### src/rtl/fpm_pkg.sv
package fpm_pkg;

    // Sample and statistic width in bits; values are in microseconds.
    localparam int SAMPLE_W = 24;

    localparam logic [23:0] CLAMP_MAX_US = 24'd10000000;
    localparam logic [23:0] SPIKE_A_US   = 24'd25000;
    localparam logic [23:0] SPIKE_B_US   = 24'd33333;
    localparam logic [23:0] SPIKE_C_US   = 24'd50000;
    localparam logic [31:0] WARMUP_FRAMES = 32'd8;
    localparam logic [3:0]  PERIOD_LAST   = 4'd14;

    // Opcodes of the input item.
    localparam logic OP_BEGIN = 1'b0;
    localparam logic OP_END   = 1'b1;

    // Percentile weights and rounding term.
    localparam logic [6:0] K_P50 = 7'd50;
    localparam logic [6:0] K_P95 = 7'd95;
    localparam logic [6:0] K_P99 = 7'd99;
    localparam logic [6:0] ROUND_HALF = 7'd50;

    // Reciprocal of 100 in 24 fractional bits, exact for numerators below 2^17.
    localparam logic [17:0] RECIP_100 = 18'd167773;
    localparam int          RECIP_SHIFT = 24;

    localparam logic [4:0] TOP_BIT = 5'd23;

    typedef enum logic [10:0] {
        ST_IDLE   = 11'b00000000001,
        ST_DIFF   = 11'b00000000010,
        ST_CLAMP  = 11'b00000000100,
        ST_UPDATE = 11'b00000001000,
        ST_SETUP1 = 11'b00000010000,
        ST_SETUP2 = 11'b00000100000,
        ST_SCAN   = 11'b00001000000,
        ST_BITEND = 11'b00010000000,
        ST_DIV    = 11'b00100000000,
        ST_FINISH = 11'b01000000000,
        ST_OUT    = 11'b10000000000
    } state_t;

    typedef struct packed {
        logic accept_begin;
        logic accept_end;
        logic diff;
        logic clamp;
        logic update;
        logic setup1;
        logic setup2;
        logic scan;
        logic bitend;
        logic div_step;
        logic finish;
    } cmd_t;

    typedef struct packed {
        logic refresh_due;
        logic scan_last;
        logic bit_zero;
        logic div_last;
    } sts_t;

endpackage

### src/rtl/fpm_ctrl.sv
module fpm_ctrl (
    input  logic          clk,
    input  logic          rst_n,
    input  logic          in_valid,
    input  logic          in_opcode,
    output logic          in_ready,
    output logic          out_valid,
    input  logic          out_ready,
    input  fpm_pkg::sts_t sts,
    output fpm_pkg::cmd_t cmd
);

    fpm_pkg::state_t state_reg;
    fpm_pkg::state_t state_next;

    // State register.
    always_ff @(posedge clk or negedge rst_n)
    begin
        if (!rst_n)
        begin
            state_reg <= fpm_pkg::ST_IDLE;
        end
        else
        begin
            state_reg <= state_next;
        end
    end

    // Next state and commands to the datapath.
    always_comb
    begin
        state_next = state_reg;
        cmd        = '0;
        in_ready   = 1'b0;
        out_valid  = 1'b0;
        case (state_reg)
            fpm_pkg::ST_IDLE:
            begin
                in_ready = 1'b1;
                if (in_valid)
                begin
                    if (in_opcode == fpm_pkg::OP_END)
                    begin
                        cmd.accept_end = 1'b1;
                        state_next     = fpm_pkg::ST_DIFF;
                    end
                    else
                    begin
                        cmd.accept_begin = 1'b1;
                    end
                end
            end
            fpm_pkg::ST_DIFF:
            begin
                cmd.diff   = 1'b1;
                state_next = fpm_pkg::ST_CLAMP;
            end
            fpm_pkg::ST_CLAMP:
            begin
                cmd.clamp  = 1'b1;
                state_next = fpm_pkg::ST_UPDATE;
            end
            fpm_pkg::ST_UPDATE:
            begin
                cmd.update = 1'b1;
                state_next = sts.refresh_due ? fpm_pkg::ST_SETUP1 : fpm_pkg::ST_OUT;
            end
            fpm_pkg::ST_SETUP1:
            begin
                cmd.setup1 = 1'b1;
                state_next = fpm_pkg::ST_SETUP2;
            end
            fpm_pkg::ST_SETUP2:
            begin
                cmd.setup2 = 1'b1;
                state_next = fpm_pkg::ST_SCAN;
            end
            fpm_pkg::ST_SCAN:
            begin
                cmd.scan = 1'b1;
                if (sts.scan_last)
                begin
                    state_next = fpm_pkg::ST_BITEND;
                end
            end
            fpm_pkg::ST_BITEND:
            begin
                cmd.bitend = 1'b1;
                state_next = sts.bit_zero ? fpm_pkg::ST_DIV : fpm_pkg::ST_SCAN;
            end
            fpm_pkg::ST_DIV:
            begin
                cmd.div_step = 1'b1;
                if (sts.div_last)
                begin
                    state_next = fpm_pkg::ST_FINISH;
                end
            end
            fpm_pkg::ST_FINISH:
            begin
                cmd.finish = 1'b1;
                state_next = fpm_pkg::ST_OUT;
            end
            fpm_pkg::ST_OUT:
            begin
                out_valid = 1'b1;
                if (out_ready)
                begin
                    state_next = fpm_pkg::ST_IDLE;
                end
            end
            default:
            begin
                state_next = fpm_pkg::ST_IDLE;
            end
        endcase
    end

endmodule

### config.mk
export PLATFORM = sky130hd
export DESIGN_NAME = fpm_ctrl
export DESIGN_NICKNAME = d
export VERILOG_FILES = /design/src/rtl/fpm_pkg.sv /design/src/rtl/fpm_ctrl.sv
export SDC_FILE = /design/constraint.sdc
export NUM_CORES = 1
export LEC_CHECK = 0
export ABC_CLOCK_PERIOD_IN_PS = 2300
export BUFFER_PORTS_ARGS = -buffer_cell sky130_fd_sc_hd__buf_2
export CORE_MARGIN = 5
export CORE_UTILIZATION = 40
export CTS_BUF_LIST = sky130_fd_sc_hd__clkbuf_2
export DETAILED_ROUTE_END_ITERATION = 10
export GPL_ROUTABILITY_DRIVEN = 1
export PLACE_DENSITY = 0.73
export SETUP_SLACK_MARGIN = 0.5
export SLEW_MARGIN = 5
export SYNTH_ARGS = -nofsm -noshare
export SYNTH_HDL_FRONTEND = slang
export SYNTH_SLANG_ARGS = --single-unit
### constraint.sdc
create_clock -name clk -period 2.3 [get_ports clk]
set_clock_uncertainty 0.1 [all_clocks]
set_input_delay 0.46 -clock clk [delete_from_list [all_inputs] [get_ports clk]]
set_output_delay 0.46 -clock clk [all_outputs]
set_load 0.02 [all_outputs]
# Word level (Yosys, flattened, before mapping)

Index checks and enable logic that the tools add are counted.

Output and inout port bits: 13
Input bits: 9
Flip-flop bits (word level): 11
Word-level logic and storage cells: 41

Reductions and logical operators: 1
Mux-type cells: 23
Equality and inequality tests: 16

Operators with widths:

| operator             | number |
|---|---|
| $pmux 11 s11         | 1 |
| $mux 11              | 6 |
| $mux 1               | 13 |
| $eq 11x1->1 const B  | 1 |
| $eq 11x10->1 const B | 1 |
| $eq 11x11->1 const B | 1 |
| $eq 11x2->1 const B  | 1 |
| $eq 11x3->1 const B  | 1 |
| $eq 11x4->1 const B  | 1 |
| $eq 11x5->1 const B  | 1 |
| $eq 11x6->1 const B  | 1 |
| $eq 11x7->1 const B  | 1 |
| $eq 11x8->1 const B  | 1 |
| $eq 11x9->1 const B  | 1 |
| $ne 2x2->1 const B   | 5 |
| $mux 9               | 1 |
| $reduce_and 5->1     | 1 |
| $mux 2               | 2 |

# Depth between registers and ports, before layout

Word-level depth: 3
Mapped depth: 5
Mapped depth without buffers: 4

# Worst setup path before layout

No wires, ideal clock.

Kind: register to output
Start: register state_reg[5]
End: output port cmd[10] (netlist name)
Slack: -0.071 ns
Path buffers: 0
Data arrival time: 1.811 ns
Cell stages (with the launch flop): 5
Required time: 1.740 ns
Cell sequence: dfrtp_1 > or2_1 > nor4b_2 > nand4_1 > nor3b_1

RTL lines:

| item                   | RTL line       | text |
|---|---|---|
| start, declared        | fpm_ctrl.sv:13 | `fpm_pkg::state_t state_reg;` |
| start signal, assigned | fpm_ctrl.sv:21 | `state_reg <= fpm_pkg::ST_IDLE;` |
| start signal, assigned | fpm_ctrl.sv:25 | `state_reg <= state_next;` |
| end, declared          | fpm_ctrl.sv:10 | `output fpm_pkg::cmd_t cmd` |

==> impl_metrics.csv <==
group,metric,value,unit
placed_design,place_congestion,0.818,
detailed_routing,wl_per_cell,16.5,um
layout,antenna_cells,0,
placed_design,pre_cts_slack,117,ps
timing,rsz0062_at_grt,"yes",
run_status,violations,"setup timing",
yosys,ys_seq_elements,11,
detailed_routing,ant_nets,0,
global_routing,top_usage_layer,"met2",
yosys,synth_fa_ha_area_share,1.55,%
global_routing,antenna_found_initial,0,
critical_path,cp.required,1740,ps
timing,hold_viol_final,0,
layout,n_fill_cell,113,
pwr,irDropWorstVdd,0.000874,V
yosys,synth-xor-area-share,2.42,%
yosys,synthArstFlopShare,100,%
placed_design,dpl.hpwl,1490,um
pwr,power,730,uW
yosys,synth_mux_area_share,0,%
yosys,seq_area_frac_synth,38.2,%
run_status,status,"finished, violations left",
global_routing,grt_overflow_total,0,
timing,max_freq,408,MHz
yosys,yosys.area_share.simple,37.8,%
global_routing,grt_usage,21.5,%
die,die_h,52.6,um
detailed_routing,finalWirelength,2660,um
clock_tree,cts_sinks,11,
clock_tree,root_buffer,"clkbuf_2",
die,start_util,42.0,%
die,dieArea,2760,um2
detailed_routing,drtIter0Drc,12,
clock_tree,htreeDepth,1,
yosys,synth_top_family_by_area,"simple AND/OR/NAND/NOR gates",
die,fp.coreArea,1730,um2
critical_path,worstSetupStartpointType,"flop",
yosys,synth_compound_area_share,13.8,%
yosys,syn_area,724,um2
global_routing,met1_usage,23.4,%
detailed_routing,firstDrtPassIters,4,
hold_path,min_path_type,"input port to flop",
die,design.portCount,22,
timing,slew_viol_final,0,
placed_design,port-buffer-count,21,
yosys,syn_area_per_cell,8.94,um2
layout,drive_gt1_share,65.4,%
layout,nets,146,
yosys,synthCells,81,
detailed_routing,vias,886,
detailed_routing,drc_errors,0,
clock_tree,clkTransAtPathRegs,110,ps
yosys,synth_flop_cell,"dfrtp_1",
global_routing,grt_max_degree,12,
timing,slew_headroom,81.1,%
clock_tree,cts_made_buffers,3,
pwr,p_per_area,513,nW/um2
critical_path,crit_fanout,3,
yosys,synthesis.nets,90,
die,fp-row-count,15,
die,die_x,52.6,um
layout,area_growth,96.7,%
timing,post-route-period-util,107,%
critical_path,end_kind,"output port",
timing,tns,-480,ps
critical_path,worstPathArrival,1890,ps
yosys,yosys_warnings,0,
run,cap_violations,0,
clock_tree,clkLatencyLatePin,250,ps
global_routing,grt_pass1_vias,901,
critical_path,critPathKind,"flop to output port",
clock_tree,clockBufferDepth,2,
clock_tree,cts_tree,"yes",
timing,period_needed,2450,ps
timing,setup_violations,7,
global_routing,grtUsageMet2,37.8,%
detailed_routing,routed_via_density,5.50,
timing,layout_setup_ws,-152,ps
yosys,synth_edf_count,0,
global_routing,grt_first_pass_wirelength,4150,um
yosys,synth_cell_type_count,33,
timing,tightest_slew,284,ps
layout,largest_reg_flops,11,
global_routing,met3_usage,5.13,%
pwr,leakagePower,0.000679,uW
-- per-layer routing --
layer	part of all wire, %	up-vias
met5	0	-
met4	2.9	0
met2	51	30
li1	-	413
met3	5.5	8
met1	40	435
-- report_power, final --
part | switching, uW | internal [uW]
clock network | 66.7 | 46.2
logic | 181 | 190
registers | 30.9 | 216
total | 278 | 452
-- Yosys cell counts (2+ instances only) --
master,n,area (um2)
nor4_1,3,18.8
xor2_1,2,17.5
nand2_1,2,7.51
and3_1,4,25.0
o32ai_1,2,17.5
nor2_1,8,30.0
or2_1,2,12.5
nor4bb_1,2,20.0
clkbuf_1,2,7.51
and2_1,3,18.8
dfrtp_1,10,250
o21ai_0,2,10.0
nand3_1,2,10.0
nor2b_1,2,12.5
nor3b_1,2,15.0
inv_1,10,37.5
or3_4,2,22.5
nor3_1,4,20.0
o211ai_1,2,15.0
a221o_1,2,20.0
-- repair_timing --
item,CTS,global route
gates resized for setup,45,13
setup endpoints to repair,14,18
pin swaps,17,11
cloned,0,0
endpoints found under the hold margin,10,0
hold buffers,1,0
setup buffers,14,9
-- stage by stage --
stage	cell area, um2	hold WS [ps]	utilization [%]	instances
global placement	982	237	56.9	133
finish	1430	266	82.5	161
detailed placement	982	245	56.9	133
global route	1430	249	82.5	161
CTS	1300	251	75.3	152
floorplan	803	64.4	-	81
-- layout make-up --
cell class                      count  area, um2  area share, %
Sequential cell                    11        280           19.7
Clock buffer                        4       20.0           1.40
Inverter                           10       42.5           2.99
Timing Repair Buffer               53        472           33.1
Tap cell                           25       31.3           2.19
Multi-Input combinational cell     58        579           40.6
-- cell usage in the layout (no fill, tap or decap), drive strengths merged --
master	Yosys	final
buf	0	52
inv	10	10
dfrtp	10	10
nor2	8	8
clkbuf	2	4
and3	4	4
nor3	4	4
or3	3	3
nor4	3	3
and2	3	3
nand2	2	2
or2	2	2
nor4b	2	2
xor2	2	2
o21ai	2	2
o211ai	2	2
a221o	2	2
nand3	2	2
nor4bb	2	2
nor2b	2	2
nor3b	2	2
o32ai	2	2
and4b	1	1
nand3b	1	1
nand4	1	1
or4	1	1
maj3	1	1
a311oi	1	1
a31oi	1	1
a21boi	1	1
o2bb2ai	1	1
dlygate4sd3	0	1
dfstp	1	1
-- worst max-delay path, stage by stage (launching register included) --
cell	delay, ps
dfrtp_1	410
or2_4	280
or3_4	400
or3_4	370
inv_4	60
buf_6	100
-- cells by family (layout without fill, tap and decap cells) --
| family | count (synthesis) | in the layout |
|---|---|---|
| AND/OR/NAND/NOR | 43 | 43 |
| AO/OA/AOI/OAI | 12 | 12 |
| buffers and inverters | 12 | 67 |
| flip-flops | 11 | 11 |
| XOR/XNOR | 2 | 2 |
| adder cells (fa/ha/maj) | 1 | 1 |
-- path summary, 6_finish.rpt --
| check | start | endpoint | slack, ps | cells past startpoint |
|---|---|---|---|---|
| max in group asynchronous | rst_n | state_reg[0] | 1310 | 2 |
| min | sts[0] | state_reg[8] | 270 | 2 |
| max reg2reg | state_reg[6] | state_reg[0] | 150 | 6 |
| min reg2reg | state_reg[5] | state_reg[5] | 540 | 2 |
| max | state_reg[6] | cmd[1] | -150 | 5 |
| min in group asynchronous | rst_n | state_reg[10] | 520 | 2 |
Note: power is estimated with default switching activity, not from simulation.
